**config.mk**
```make
export PLATFORM = sky130hd
export DESIGN_NAME = tcp_send_window_retransmit
export DESIGN_NICKNAME = d
export VERILOG_FILES = /design/src/rtl/tsw_pkg.sv /design/src/rtl/tsw_ctrl.sv /design/src/rtl/tsw_dp.sv /design/src/rtl/tcp_send_window_retransmit.sv
export SDC_FILE = /design/constraint.sdc
export NUM_CORES = 2
export LEC_CHECK = 0
export ABC_CLOCK_PERIOD_IN_PS = 18800
export BUFFER_PORTS_ARGS = -buffer_cell sky130_fd_sc_hd__buf_2
export CAP_MARGIN = 5
export CORE_MARGIN = 8
export CORE_UTILIZATION = 60
export DETAILED_ROUTE_END_ITERATION = 12
export PLACE_DENSITY = 0.79
export RECOVER_POWER = 50
export SYNTH_ARGS = -nofsm -noshare
export SYNTH_HDL_FRONTEND = slang
export SYNTH_SLANG_ARGS = --single-unit
```
**constraint.sdc**
```tcl
create_clock -name clk -period 18.8 [get_ports clk]
set_input_delay 2.82 -clock clk [delete_from_list [all_inputs] [get_ports clk]]
set_output_delay 2.82 -clock clk [all_outputs]
set_load 0.005 [all_outputs]
```
**src/rtl/tsw_pkg.sv**
```systemverilog
// ----------------------------------------------------------------------------
// tsw_pkg
// Types and constants shared by the TCP send window and retransmit engine.
// ----------------------------------------------------------------------------
package tsw_pkg;

	localparam int SEND_BUF_BYTES = 4096;
	localparam int MAX_SEG_BYTES  = 512;
	localparam int MAX_RES        = 8;

	localparam int RING_W = $clog2(SEND_BUF_BYTES);
	localparam int BLEN_W = RING_W + 1;
	localparam int SLEN_W = 10;
	localparam int CNT_W  = $clog2(MAX_RES) + 1;
	localparam int IDX_W  = $clog2(MAX_RES);

	localparam logic [7:0] FLAGS_DATA = 8'h18;
	localparam logic [7:0] FLAGS_RST  = 8'h14;

	localparam logic [CNT_W-1:0]  RES_CAP  = CNT_W'(MAX_RES);
	localparam logic [SLEN_W-1:0] SEG_CAP  = SLEN_W'(MAX_SEG_BYTES);
	localparam logic [BLEN_W:0]   BUF_CAP  = (BLEN_W+1)'(SEND_BUF_BYTES);

	localparam logic [15:0] RTO_RESET   = 16'd100;
	localparam logic [3:0]  LIMIT_RESET = 4'd5;

	typedef enum logic [2:0] {
		OP_OPEN  = 3'd0,
		OP_QUEUE = 3'd1,
		OP_FLUSH = 3'd2,
		OP_ACK   = 3'd3,
		OP_RETX  = 3'd4
	} op_e;

	typedef enum logic [1:0] {
		KIND_STATUS = 2'd0,
		KIND_DATA   = 2'd1,
		KIND_RST    = 2'd2
	} kind_e;

	typedef enum logic {
		REG_RTO   = 1'b0,
		REG_LIMIT = 1'b1
	} reg_e;

	typedef enum logic [1:0] {
		ST_IDLE,
		ST_EXEC,
		ST_FLUSH,
		ST_EMIT
	} state_e;

	typedef struct packed {
		logic [2:0]  operation;
		logic [31:0] seq_value;
		logic [12:0] byte_count;
		logic [15:0] peer_window;
		logic [31:0] rcv_next;
		logic [31:0] now_ticks;
	} in_word_t;

	typedef struct packed {
		logic [1:0]  kind;
		logic        status;
		logic [7:0]  tcp_flags;
		logic [31:0] seg_seq;
		logic [31:0] seg_ack;
		logic [11:0] buffer_offset;
		logic [9:0]  seg_length;
		logic [31:0] rto_deadline;
		logic        is_open;
		logic        last;
	} out_word_t;

	typedef struct packed {
		logic [15:0] rto_ticks;
		logic [3:0]  retry_limit;
	} cfg_t;

	typedef struct packed {
		logic load;
		logic exec;
		logic flush;
		logic emit;
	} ctl_cmd_t;

	typedef struct packed {
		logic need_flush;
		logic flush_go;
		logic emit_last;
	} ctl_sts_t;

endpackage

```
**src/rtl/tsw_ctrl.sv**
```systemverilog
// ----------------------------------------------------------------------------
// tsw_ctrl
// Sequencer that steps one word through execute, optional flush and emit phases.
// ----------------------------------------------------------------------------
module tsw_ctrl (
	input  logic              clk,
	input  logic              arst_n,
	input  logic              start,
	output logic              busy,
	output tsw_pkg::ctl_cmd_t cmd,
	input  tsw_pkg::ctl_sts_t sts
);
	import tsw_pkg::*;

	state_e state_q;
	state_e state_d;

	always_ff @(posedge clk or negedge arst_n) begin
		if (!arst_n) begin
			state_q <= ST_IDLE;
		end else begin
			state_q <= state_d;
		end
	end

	always_comb begin
		state_d = state_q;
		case (state_q)
			ST_IDLE: begin
				if (start) state_d = ST_EXEC;
			end
			ST_EXEC: begin
				state_d = sts.need_flush ? ST_FLUSH : ST_EMIT;
			end
			ST_FLUSH: begin
				if (!sts.flush_go) state_d = ST_EMIT;
			end
			ST_EMIT: begin
				if (sts.emit_last) state_d = ST_IDLE;
			end
			default: begin
				state_d = ST_IDLE;
			end
		endcase
	end

	always_comb begin
		busy      = (state_q != ST_IDLE);
		cmd.load  = (state_q == ST_IDLE) && start;
		cmd.exec  = (state_q == ST_EXEC);
		cmd.flush = (state_q == ST_FLUSH);
		cmd.emit  = (state_q == ST_EMIT);
	end

	a_accept_exec: assert property (@(posedge clk) disable iff (!arst_n)
		(state_q == ST_IDLE && start) |=> (state_q == ST_EXEC))
		else $error("accepted word did not enter execute");

endmodule

```
**src/rtl/tsw_dp.sv**
```systemverilog
// ----------------------------------------------------------------------------
// tsw_dp
// Connection state, segment cutting, retransmit backoff and result buffer.
// ----------------------------------------------------------------------------
module tsw_dp (
	input  logic               clk,
	input  logic               arst_n,
	input  tsw_pkg::cfg_t      cfg,
	input  tsw_pkg::in_word_t  req,
	input  tsw_pkg::ctl_cmd_t  cmd,
	output tsw_pkg::ctl_sts_t  sts,
	output tsw_pkg::out_word_t rsp,
	output logic               strobe
);
	import tsw_pkg::*;

	in_word_t item_q;
	logic [RING_W-1:0] ring_q;
	logic [BLEN_W-1:0] blen_q;
	logic [31:0] una_q;
	logic [31:0] nxt_q;
	logic [3:0]  retry_q;
	logic [31:0] dl_q;
	logic        est_q;
	logic [31:0] end_q;
	logic        status_q;
	logic [CNT_W-1:0] cnt_q;
	logic [IDX_W-1:0] eidx_q;

	logic [1:0]        ent_kind_q [MAX_RES];
	logic [31:0]       ent_seq_q  [MAX_RES];
	logic [RING_W-1:0] ent_off_q  [MAX_RES];
	logic [SLEN_W-1:0] ent_len_q  [MAX_RES];

	out_word_t out_q;
	logic      strobe_q;

	logic [31:0] rto_ext;
	logic [31:0] dl_base;

	logic              ack_adv;
	logic [31:0]       ack_diff;
	logic [BLEN_W-1:0] ack_bytes;
	logic [BLEN_W-1:0] ack_blen;
	logic [31:0]       ack_nxt;
	logic [BLEN_W:0]   q_sum;
	logic              q_reject;

	logic              rx_go;
	logic [31:0]       rx_inflight;
	logic [SLEN_W-1:0] rx_chunk;
	logic [3:0]        rx_rc;
	logic              rx_rst;
	logic [31:0]       rx_dl;

	logic [31:0]       fl_flight;
	logic [31:0]       fl_unsent;
	logic [16:0]       fl_winleft;
	logic [SLEN_W-1:0] fl_us;
	logic [SLEN_W-1:0] fl_chunk;
	logic [31:0]       fl_nxt;
	logic              fl_go;

	logic [CNT_W-1:0] nres_m1;
	logic             em_last;

	assign rto_ext = {16'd0, cfg.rto_ticks};
	assign dl_base = item_q.now_ticks + rto_ext;

	always_comb begin
		ack_adv   = item_q.seq_value > una_q;
		ack_diff  = item_q.seq_value - una_q;
		ack_bytes = (ack_diff > {{(32-BLEN_W){1'b0}}, blen_q}) ? blen_q : ack_diff[BLEN_W-1:0];
		ack_blen  = blen_q - ack_bytes;
		ack_nxt   = (nxt_q < item_q.seq_value) ? item_q.seq_value : nxt_q;
		q_sum     = {1'b0, blen_q} + {1'b0, item_q.byte_count};
		q_reject  = !est_q || (item_q.byte_count == '0) || (q_sum > BUF_CAP);
	end

	always_comb begin
		rx_go       = est_q && (nxt_q > una_q);
		rx_inflight = nxt_q - una_q;
		rx_chunk    = (rx_inflight < {{(32-SLEN_W){1'b0}}, SEG_CAP}) ?
		              rx_inflight[SLEN_W-1:0] : SEG_CAP;
		rx_rc       = retry_q + 4'd1;
		rx_rst      = (rx_rc >= cfg.retry_limit) || (rx_rc == 4'd0);
		rx_dl       = item_q.now_ticks + (rto_ext << (rx_rc - 4'd1));
	end

	always_comb begin
		fl_flight  = nxt_q - una_q;
		fl_unsent  = end_q - nxt_q;
		fl_winleft = {1'b0, item_q.peer_window} - fl_flight[16:0];
		fl_us      = (fl_unsent >= {{(32-SLEN_W){1'b0}}, SEG_CAP}) ?
		             SEG_CAP : fl_unsent[SLEN_W-1:0];
		fl_chunk   = (fl_winleft < {{(17-SLEN_W){1'b0}}, fl_us}) ?
		             fl_winleft[SLEN_W-1:0] : fl_us;
		fl_nxt     = nxt_q + {{(32-SLEN_W){1'b0}}, fl_chunk};
		fl_go      = est_q && (cnt_q < RES_CAP) && (nxt_q < end_q) &&
		             (fl_flight < {16'd0, item_q.peer_window}) && (fl_chunk != '0);
	end

	always_comb begin
		nres_m1 = (cnt_q == '0) ? '0 : cnt_q - 1'b1;
		em_last = ({1'b0, eidx_q} == nres_m1);
	end

	assign sts.need_flush = (item_q.operation == OP_FLUSH) ||
	                        ((item_q.operation == OP_ACK) && ack_adv);
	assign sts.flush_go   = fl_go;
	assign sts.emit_last  = em_last;

	always_ff @(posedge clk or negedge arst_n) begin
		if (!arst_n) begin
			ring_q   <= '0;
			blen_q   <= '0;
			una_q    <= '0;
			nxt_q    <= '0;
			retry_q  <= '0;
			dl_q     <= '0;
			est_q    <= 1'b0;
			cnt_q    <= '0;
			eidx_q   <= '0;
			status_q <= 1'b0;
			strobe_q <= 1'b0;
		end else begin
			strobe_q <= cmd.emit;
			if (cmd.load) begin
				cnt_q    <= '0;
				eidx_q   <= '0;
				status_q <= 1'b0;
			end
			if (cmd.exec) begin
				end_q <= ((item_q.operation == OP_ACK) && ack_adv) ?
				         item_q.seq_value + {{(32-BLEN_W){1'b0}}, ack_blen} :
				         una_q + {{(32-BLEN_W){1'b0}}, blen_q};
				case (item_q.operation)
					OP_OPEN: begin
						una_q   <= item_q.seq_value;
						nxt_q   <= item_q.seq_value;
						ring_q  <= '0;
						blen_q  <= '0;
						retry_q <= '0;
						est_q   <= 1'b1;
					end
					OP_QUEUE: begin
						if (q_reject) begin
							status_q <= 1'b1;
						end else begin
							blen_q <= q_sum[BLEN_W-1:0];
						end
					end
					OP_ACK: begin
						if (ack_adv) begin
							ring_q <= ring_q + ack_bytes[RING_W-1:0];
							blen_q <= ack_blen;
							una_q  <= item_q.seq_value;
							nxt_q  <= ack_nxt;
							if (ack_blen == '0) begin
								retry_q <= '0;
							end else if (item_q.seq_value < ack_nxt) begin
								dl_q <= dl_base;
							end
						end
					end
					OP_RETX: begin
						if (rx_go) begin
							if (blen_q == '0) begin
								una_q   <= nxt_q;
								retry_q <= '0;
							end else begin
								ent_kind_q[0] <= KIND_DATA;
								ent_seq_q[0]  <= una_q;
								ent_off_q[0]  <= ring_q;
								ent_len_q[0]  <= rx_chunk;
								retry_q       <= rx_rc;
								if (rx_rst) begin
									ent_kind_q[1] <= KIND_RST;
									ent_seq_q[1]  <= nxt_q;
									ent_off_q[1]  <= '0;
									ent_len_q[1]  <= '0;
									est_q         <= 1'b0;
									cnt_q         <= CNT_W'(2);
								end else begin
									dl_q  <= rx_dl;
									cnt_q <= CNT_W'(1);
								end
							end
						end
					end
					default: begin
					end
				endcase
			end
			if (cmd.flush && fl_go) begin
				ent_kind_q[cnt_q[IDX_W-1:0]] <= KIND_DATA;
				ent_seq_q[cnt_q[IDX_W-1:0]]  <= nxt_q;
				ent_off_q[cnt_q[IDX_W-1:0]]  <= ring_q + fl_flight[RING_W-1:0];
				ent_len_q[cnt_q[IDX_W-1:0]]  <= fl_chunk;
				nxt_q <= fl_nxt;
				cnt_q <= cnt_q + 1'b1;
				if (una_q < fl_nxt) begin
					dl_q <= dl_base;
				end
			end
			if (cmd.emit) begin
				eidx_q <= eidx_q + 1'b1;
			end
		end
	end

	always_ff @(posedge clk) begin
		if (cmd.emit) begin
			out_q.rto_deadline <= dl_q;
			out_q.is_open      <= est_q;
			out_q.last         <= em_last;
			if (cnt_q == '0) begin
				out_q.kind          <= KIND_STATUS;
				out_q.status        <= status_q;
				out_q.tcp_flags     <= '0;
				out_q.seg_seq       <= '0;
				out_q.seg_ack       <= '0;
				out_q.buffer_offset <= '0;
				out_q.seg_length    <= '0;
			end else begin
				out_q.kind          <= ent_kind_q[eidx_q];
				out_q.status        <= 1'b0;
				out_q.tcp_flags     <= (ent_kind_q[eidx_q] == KIND_RST) ? FLAGS_RST : FLAGS_DATA;
				out_q.seg_seq       <= ent_seq_q[eidx_q];
				out_q.seg_ack       <= item_q.rcv_next;
				out_q.buffer_offset <= ent_off_q[eidx_q];
				out_q.seg_length    <= ent_len_q[eidx_q];
			end
		end
	end

	always_ff @(posedge clk) begin
		if (cmd.load) begin
			item_q <= req;
		end
	end

	assign rsp    = out_q;
	assign strobe = strobe_q;

	a_cnt_cap: assert property (@(posedge clk) disable iff (!arst_n)
		cnt_q <= RES_CAP)
		else $error("result count above cap");

	a_buf_cap: assert property (@(posedge clk) disable iff (!arst_n)
		{1'b0, blen_q} <= BUF_CAP)
		else $error("buffered length above buffer size");

	a_data_len: assert property (@(posedge clk) disable iff (!arst_n)
		(strobe_q && out_q.kind == KIND_DATA) |->
		(out_q.seg_length != '0 && out_q.seg_length <= SEG_CAP))
		else $error("data segment length out of range");

	a_flush_step: assert property (@(posedge clk) disable iff (!arst_n)
		(cmd.flush && fl_go) |=> (cnt_q == $past(cnt_q) + 1'b1))
		else $error("flush step did not record a segment");

endmodule

```
**src/rtl/tcp_send_window_retransmit.sv**
```systemverilog
// ----------------------------------------------------------------------------
// tcp_send_window_retransmit
// Send-side TCP window engine that issues segment descriptors.
// ----------------------------------------------------------------------------
// An accepted word passes an execute step, then, for a flush or an advancing ack, one flush
// step per data segment cut (up to eight) plus one closing check, then the emit phase.
// Each result word and its strobe are registered from the emit phase.
// Results are one per cycle and cannot be stalled; a new word is taken at the first edge with busy low.
// Reset clears the connection state to closed and loads default timer values.
module tcp_send_window_retransmit (
	input  logic               clk,
	input  logic               arst_n,
	input  logic               psel,
	input  logic               penable,
	input  logic               pwrite,
	input  logic [2:0]         paddr,
	input  logic [31:0]        pwdata,
	output logic [31:0]        prdata,
	output logic               pready,
	input  logic               start,
	output logic               busy,
	input  tsw_pkg::in_word_t  req,
	output logic               strobe,
	output tsw_pkg::out_word_t rsp
);
	import tsw_pkg::*;

	cfg_t     cfg_q;
	ctl_cmd_t cmd;
	ctl_sts_t sts;
	reg_e     reg_sel;

	assign pready  = 1'b1;
	assign reg_sel = reg_e'(paddr[2]);

	always_ff @(posedge clk or negedge arst_n) begin
		if (!arst_n) begin
			cfg_q.rto_ticks   <= RTO_RESET;
			cfg_q.retry_limit <= LIMIT_RESET;
		end else if (psel && penable && pwrite) begin
			case (reg_sel)
				REG_RTO:   cfg_q.rto_ticks   <= pwdata[15:0];
				REG_LIMIT: cfg_q.retry_limit <= pwdata[3:0];
				default: begin
				end
			endcase
		end
	end

	always_comb begin
		case (reg_sel)
			REG_RTO:   prdata = {16'd0, cfg_q.rto_ticks};
			REG_LIMIT: prdata = {28'd0, cfg_q.retry_limit};
			default:   prdata = '0;
		endcase
	end

	tsw_ctrl u_ctrl (
		.clk    (clk),
		.arst_n (arst_n),
		.start  (start),
		.busy   (busy),
		.cmd    (cmd),
		.sts    (sts)
	);

	tsw_dp u_dp (
		.clk    (clk),
		.arst_n (arst_n),
		.cfg    (cfg_q),
		.req    (req),
		.cmd    (cmd),
		.sts    (sts),
		.rsp    (rsp),
		.strobe (strobe)
	);

endmodule

```
# Yosys cells after proc, flatten, opt, wreduce, memory -nomap -nowiden
# Memories as Yosys holds them, arrays and structs flattened. A register that Yosys moved wholly into a read port is not among the register bits.
# Index checks and enable logic that the tools add are counted.
dict set report op_classes {
  bitwise 1
  eq_ne 20
  shift 1
  addsub 18
  mux 84
  reduce_logical 48
  n_lt_le_gt_ge 14
}
# op count
set ops {}
lappend ops {{$mux 32} 18}
lappend ops {{$pmux 32 s2} 3}
lappend ops {{$lt 32x32->1} 4}
lappend ops {{$pmux 32 s3} 1}
lappend ops {{$sub 32x32->32} 3}
lappend ops {{$add 32x13->32} 2}
lappend ops {{$gt 32x32->1} 2}
lappend ops {{$mux 4} 12}
lappend ops {{$mux 10} 4}
lappend ops {{$logic_not 13->1} 3}
lappend ops {{$mux 13} 3}
lappend ops {{$pmux 13 s3} 1}
lappend ops {{$add 32x10->32} 1}
lappend ops {{$add 32x16->32} 1}
lappend ops {{$add 32x32->32} 1}
lappend ops {{$ge 32x10->1 const B} 1}
lappend ops {{$gt 32x13->1} 1}
lappend ops {{$lt 32x10->1 const B} 1}
lappend ops {{$lt 32x16->1} 1}
lappend ops {{$reduce_or 32->1} 1}
lappend ops {{$shl 16x4->32} 1}
lappend ops {{$mux 1} 25}
lappend ops {{$add 12x12->12} 2}
lappend ops {{$mux 12} 2}
lappend ops {{other kinds (42)} 92}
dict set report word_totals {
  register_bits 394
  ram_bits 448
  output_inout_bits 166
  memories 4
  in_bits 169
}
# name words word_bits rd rd_clocked_by_memory_dff wr line_no
set memory_table {}
lappend memory_table {u_dp.ent_seq_q 8 32 1 1 2 tsw_dp.sv:31} ;# logic [31:0] ent_seq_q [MAX_RES];
lappend memory_table {u_dp.ent_off_q 8 12 1 1 2 tsw_dp.sv:32} ;# logic [RING_W-1:0] ent_off_q [MAX_RES];
lappend memory_table {u_dp.ent_len_q 8 10 1 1 2 tsw_dp.sv:33} ;# logic [SLEN_W-1:0] ent_len_q [MAX_RES];
lappend memory_table {u_dp.ent_kind_q 8 2 1 0 2 tsw_dp.sv:30} ;# logic [1:0] ent_kind_q [MAX_RES];

# Logic depth before layout (Yosys ltp)
dict set report logic_depth {
  depth_word 13
  mapped_depth 58
  mapped_depth_nobuf 56
}

# By module
# Synthesis repeated with hierarchy kept, for this count alone.
dict set report hier_totals {
  hier_cells 4791
  hier_area_um2 53236.1
}
# module seq_area_each_um2 cells_each n_inst area_per_inst_um2
set modules_own_cells {}
lappend modules_own_cells {tsw_dp 24979.0 4691 1 51951.1}
lappend modules_own_cells {tcp_send_window_retransmit 506.7 80 1 1081.0}
lappend modules_own_cells {tsw_ctrl 50.0 20 1 203.9}

# Worst setup path after synthesis
# OpenSTA, ideal clock, no wires.
dict set report synth_timing {
  path_kind {reg-to-reg}
  start {reg u_dp.nxt_q[0]}
  end {mem u_dp.ent_len_q[4][0] (enable)}
  stages_incl_launch_ff 28
  period_less_slack_ns 12.223
  arrival_time_ns 11.604
  t_required_ns 18.181
  path_slack_ns 6.577
  setup_ns 0.619
  path_cell_list {dfrtp_1 > ha_1 > fa_1 > nand2b_1 > a21o_1 > and3_1 > or3_1 > mux2i_1 > or4_1 > nor4_4 > nand4_2 > nor2_1 > nand2_1 > ha_1 > a21o_1 > a21oi_1 > o211ai_1 > and4b_1 > o2111ai_1 > nor4_1 > o2111ai_1 > and2_1 > o211ai_1 > a221oi_4 > nor3_1 > buf_2 > nand2_1 > nor4b_1}
}
# element line_no
set synth_rtl {}
lappend synth_rtl {{from (decl)} tsw_dp.sv:21} ;# logic [31:0] nxt_q;
lappend synth_rtl {{from (signal assigned)} tsw_dp.sv:140} ;# nxt_q <= item_q.seq_value;
lappend synth_rtl {{from (signal assigned)} tsw_dp.sv:158} ;# nxt_q <= ack_nxt;
lappend synth_rtl {{from (signal assigned)} tsw_dp.sv:200} ;# nxt_q <= fl_nxt;
lappend synth_rtl {{to (decl)} tsw_dp.sv:33}

# Worst setup path after layout
dict set report layout_timing {
  start {reg u_dp.nxt_q[11]}
  end {reg u_dp.dl_q[29]}
}
# element line_no
set layout_rtl {}
lappend layout_rtl {{$sub 32x32->32} tsw_dp.sv:92} ;# fl_unsent = end_q - nxt_q;
lappend layout_rtl {{$ge 32x10->1} tsw_dp.sv:94} ;# fl_us = (fl_unsent >= {{(32-SLEN_W){1'b0}}, SEG_CAP}) ?
lappend layout_rtl {{$mux 10} tsw_dp.sv:94}
lappend layout_rtl {{$lt 17x10->1} tsw_dp.sv:96} ;# fl_chunk = (fl_winleft < {{(17-SLEN_W){1'b0}}, fl_us}) ?
lappend layout_rtl {{$mux 10 (*)} tsw_dp.sv:96}
lappend layout_rtl {{via u_dp.fl_chunk[0]} tsw_dp.sv:60} ;# logic [SLEN_W-1:0] fl_chunk;
lappend layout_rtl {{$add 32x10->32 or $reduce_bool 10->1 (tied branches)} {tsw_dp.sv:98, tsw_dp.sv:100}}
lappend layout_rtl {{$lt 32x32->1 or $logic_and 1x1->1 (tied branches)} {tsw_dp.sv:202, tsw_dp.sv:100}}
lappend layout_rtl {{$mux 32 or $logic_and 1x1->1 (tied branches)} {tsw_dp.sv:202, tsw_dp.sv:195}}
lappend layout_rtl {{$mux 32 (*)} tsw_dp.sv:195} ;# if (cmd.flush && fl_go) begin
lappend layout_rtl {{to (signal assigned)} tsw_dp.sv:162} ;# dl_q <= dl_base;
lappend layout_rtl {{to (signal assigned)} tsw_dp.sv:185} ;# dl_q <= rx_dl;
lappend layout_rtl {{to (signal assigned)} tsw_dp.sv:203} ;# dl_q <= dl_base;
lappend layout_rtl {{to (decl)} tsw_dp.sv:23} ;# logic [31:0] dl_q;
# Mark *: on every way through the listed nets, which the timed path passes. The rest lies on a longest branch.
# A chain may end at the register's enable or synchronous reset.

==> PnR_summary.wiki <==
{| class="wikitable"
! Metric !! Value
|-
| Horizontal extent of the die || 313 um
|-
| Global-route total usage across every layer || 30.2%
|-
| Instance count of the mapped netlist || 4629
|-
| Leading register cell type out of synthesis || sky130_fd_sc_hd__edfxtp_1
|-
| Outcome || finished, violations left
|-
| Tcrit/Tclk final || 72.6%
|-
| Leakage || 23.2 nW
|-
| Overall die height || 313 um
|-
| Layout-stage area growth over the synthesis result || 10.5%
|-
| Buffers added on ports || 294
|-
| Startpoint class of the critical path || flip-flop
|-
| Most frequent cells after synthesis || sky130_fd_sc_hd__edfxtp_1, sky130_fd_sc_hd__ha_1, sky130_fd_sc_hd__nor2_1
|-
| Number of resized instances in the post-cts repair step || 0
|-
| Worst clock skew || 0.0469 ns
|-
| Number of register bits inferred by synthesis || 877
|-
| Grt ovf || 0
|-
| WS Path Type || reg2reg
|-
| Final period demand of the worst path || 13.64 ns
|-
| Core occupancy in the finished layout || 66.5%
|-
| Maximum fanout along the worst path || 33
|-
| Cells after DPL || 5945
|-
| Share of synthesized area occupied by flip-flops and latches || 48.3%
|-
| Placeable core region || 87800 um^2
|-
| TritonCTS Sinks || 877
|-
| Final Net Count || 5443
|-
| Area of the mapped netlist || 52800 um^2
|-
| Slowest stage cell, crit path || sky130_fd_sc_hd__dfrtp_1
|-
| Endpoint arrival time on the critical path || 14.27 ns
|-
| Area used by multi-input combinational logic || 25400 um^2
|-
| Final-report setup violation count || 0
|-
| Total number of vias || 39476
|-
| First-pass GRT wire length || 229000 um
|-
| Slew margin rel. || -170%
|-
| Count of buffers added by post-CTS timing repair for setup || 0
|-
| Largest cells by area after synthesis || sky130_fd_sc_hd__edfxtp_1, sky130_fd_sc_hd__ha_1, sky130_fd_sc_hd__dfrtp_1, sky130_fd_sc_hd__mux4_2, sky130_fd_sc_hd__a21oi_1
|-
| Fraction of layout cells with a size suffix above 1 || 13.8%
|-
| RSZ-0062 raised after global routing || false
|-
| Number of cells on the worst reg-to-reg path || 52
|-
| Cell occurring most often along the worst timing path || sky130_fd_sc_hd__a21oi_1
|-
| Most frequent cell after synthesis || sky130_fd_sc_hd__edfxtp_1
|-
| Fill cell total of the finished layout || 6576
|-
| Startpoint of the most critical setup path || u_dp.nxt_q[11]
|-
| Delay contributed by the slowest stage of the critical path || 0.75 ns
|-
| Most area-hungry cell type in the Yosys netlist || sky130_fd_sc_hd__edfxtp_1
|-
| RD Place Congestion || 0.962
|-
| Type of element capturing the critical path || flip-flop
|-
| Count of standard-cell rows || 109
|-
| Sequential cell area || 25500 um^2
|-
| Post-synthesis average cell area || 11.4 um^2
|-
| Number of distinct library cell variants in the gate-level netlist after synthesis || 113
|-
| Vias in the first global route || 38213
|-
| Areal power density over the cells || 201 nW/um^2
|-
| TritonCTS Buffers || 92
|-
| Overall routed net length || 153000 um
|-
| Full die area || 97800 um^2
|-
| Hold_sp || u_dp.dl_q[31]
|-
| Antenna viol nets, final || 0
|-
| CTS Buffer Depth || 3
|-
| Iter 0 DRT Violations || 3969
|-
| Reg-to-reg critical path startpoint || u_dp.nxt_q[11]
|-
| Average wire per standard cell || 25.0 um
|-
| Placement Cell Area || 55300 um^2
|-
| Boundary Pins || 335
|-
| Antenna violations before repair || 5
|-
| Non-Filler Cell Area, Final || 58400 um^2
|-
| Area fraction of the dominant cell type after synthesis || 40.8%
|-
| Yosys warns || 0
|-
| Post-DR vias/cell || 6.45
|-
| H-tree levels || 3
|-
| Hold Slack || 0.451 ns
|-
| Largest net degree at the start of global routing || 70
|-
| Share of async-settable or async-resettable flops after synthesis || 17.9%
|-
| Failing checks || capacitance limit, slew limit
|-
| Path category of the worst min-delay check || reg2reg
|-
| Slew at the pin with the worst max-slew slack || 4.05 ns
|-
| Initial standard-cell utilization of the core || 60.2%
|-
| Worst hold stages || 0
|-
| Number of enable flip-flop cells after synthesis || 718
|-
| Final max-slew violation count || 560
|-
| Maximum ir drop on the vdd rail || 0.126 mV
|-
| Clock latency reported for the late side of the worst-skew pair || 0.70 ns
|-
| Buffer cell driving the clock tree root || sky130_fd_sc_hd__clkbuf_16
|-
| Non-filler cells, final || 6121
|-
| Highest clock frequency the design can meet || 73.3 MHz
|-
| Number of max-cap violations || 12
|-
| Half-perimeter wire length after placement || 111000 um
|-
| Clock transition at the registers of the reported paths || 0.06 ns
|-
| Post-CTS Hold Buffers || 0
|-
| Sum Neg Setup Slack || 0 ns
|-
| Count of TritonRoute iterations in the first routing pass || 6
|-
| Final hold vios || 0
|-
| Detailed-route DRC error count || 0
|-
| Required @ worst endpoint || 19.43 ns
|-
| CTS tree || built
|}
==> sequential cells by signal, indices dropped and copies added (netlist names), 20 cells and up <==
signal          cells
u_dp.dl_q          32
cfg_q              20
u_dp.nxt_q         32
u_dp.end_q         32
u_dp.ent_off_q     96
u_dp.rsp          126
u_dp.una_q         32
u_dp.item_q       128
u_dp.ent_len_q     80
u_dp.ent_seq_q    256
==> metal layers <==
layer  track usage (%)  vias up  wire length, um
li1                  -    17880                -
met1              41.3    19399            61900
met2              48.4     1910            70900
met3              6.15      287            15100
met4              10.0        0             4830
met5                 0        -                0
==> where the power goes <==
part	switching [mW]	total [mW]	internal, mW
clock	0.814	1.90	1.09
combinational	4.08	6.63	2.55
sequential	0.450	3.19	2.74
==> stage by stage <==
stage | setup WS, ns | power [mW]
6_report | 5.16 | 11.7
3_5_place_dp | 5.43 | 9.65
5_1_grt | 4.30 | 12.5
2_1_floorplan | 6.58 | 7.80
3_3_place_gp | 5.60 | 9.52
4_1_cts | 5.40 | 11.6
==> worst max-delay path: cells and delay by family, from the launching register on <==
family | cells | cell delay, ns
flops | 1 | 0.75
fa+ha+maj | 5 | 1.73
buf+inv | 5 | 1.21
simple gates | 15 | 3.55
compound gates | 26 | 6.12
xor+xnor | 1 | 0.15
==> final cells by class <==
cell class	instances	area share (%)
repair buffers	339	2.95
well taps	1165	2.50
flip-flops and latches	877	43.8
diodes	4	0.0171
clock inverters	51	1.15
multi-input cells	3285	43.5
inverters	279	1.80
clock buffers	121	4.29
==> path summary, 6_finish.rpt <==
path / slack, ns / end
max: 5.16 / u_dp.dl_q[29]
min: 0.45 / u_dp.rsp[33]
max reg2reg: 5.16 / u_dp.dl_q[29]
min reg2reg: 0.45 / u_dp.rsp[33]
max in group asynchronous: 10.50 / u_dp.blen_q[10]
min in group asynchronous: 2.63 / u_dp.dl_q[26]
==> cells in the final DEF (no fill, tap or decap), drive strengths merged, types with 121 or more instances in the layout <==
| master | n |
|---|---|
| edfxtp | 718 |
| ha | 387 |
| dfrtp | 152 |
| xnor2 | 183 |
| nor2 | 387 |
| o21ai | 182 |
| nand2 | 235 |
| mux2i | 149 |
| buf | 289 |
| inv | 279 |
| a21oi | 356 |
| mux4 | 121 |
| clkbuf | 171 |
==> kinds of logic (layout without fill, tap and decap cells) <==
logic type               Yosys count  count (layout)  synth area share, %
buffers and inverters            487             790                 3.89
other                              2              26               0.0142
adder cells (fa/ha/maj)          400             400                 9.65
AND/OR/NAND/NOR                 1200            1200                 11.2
XOR/XNOR                         242             242                 4.01
AO/OA/AOI/OAI                   1097            1097                 13.8
flip-flops                       877             877                 48.3
multiplexers                     324             324                 9.13
No activity file was read; power rests on OpenSTA's default activity.
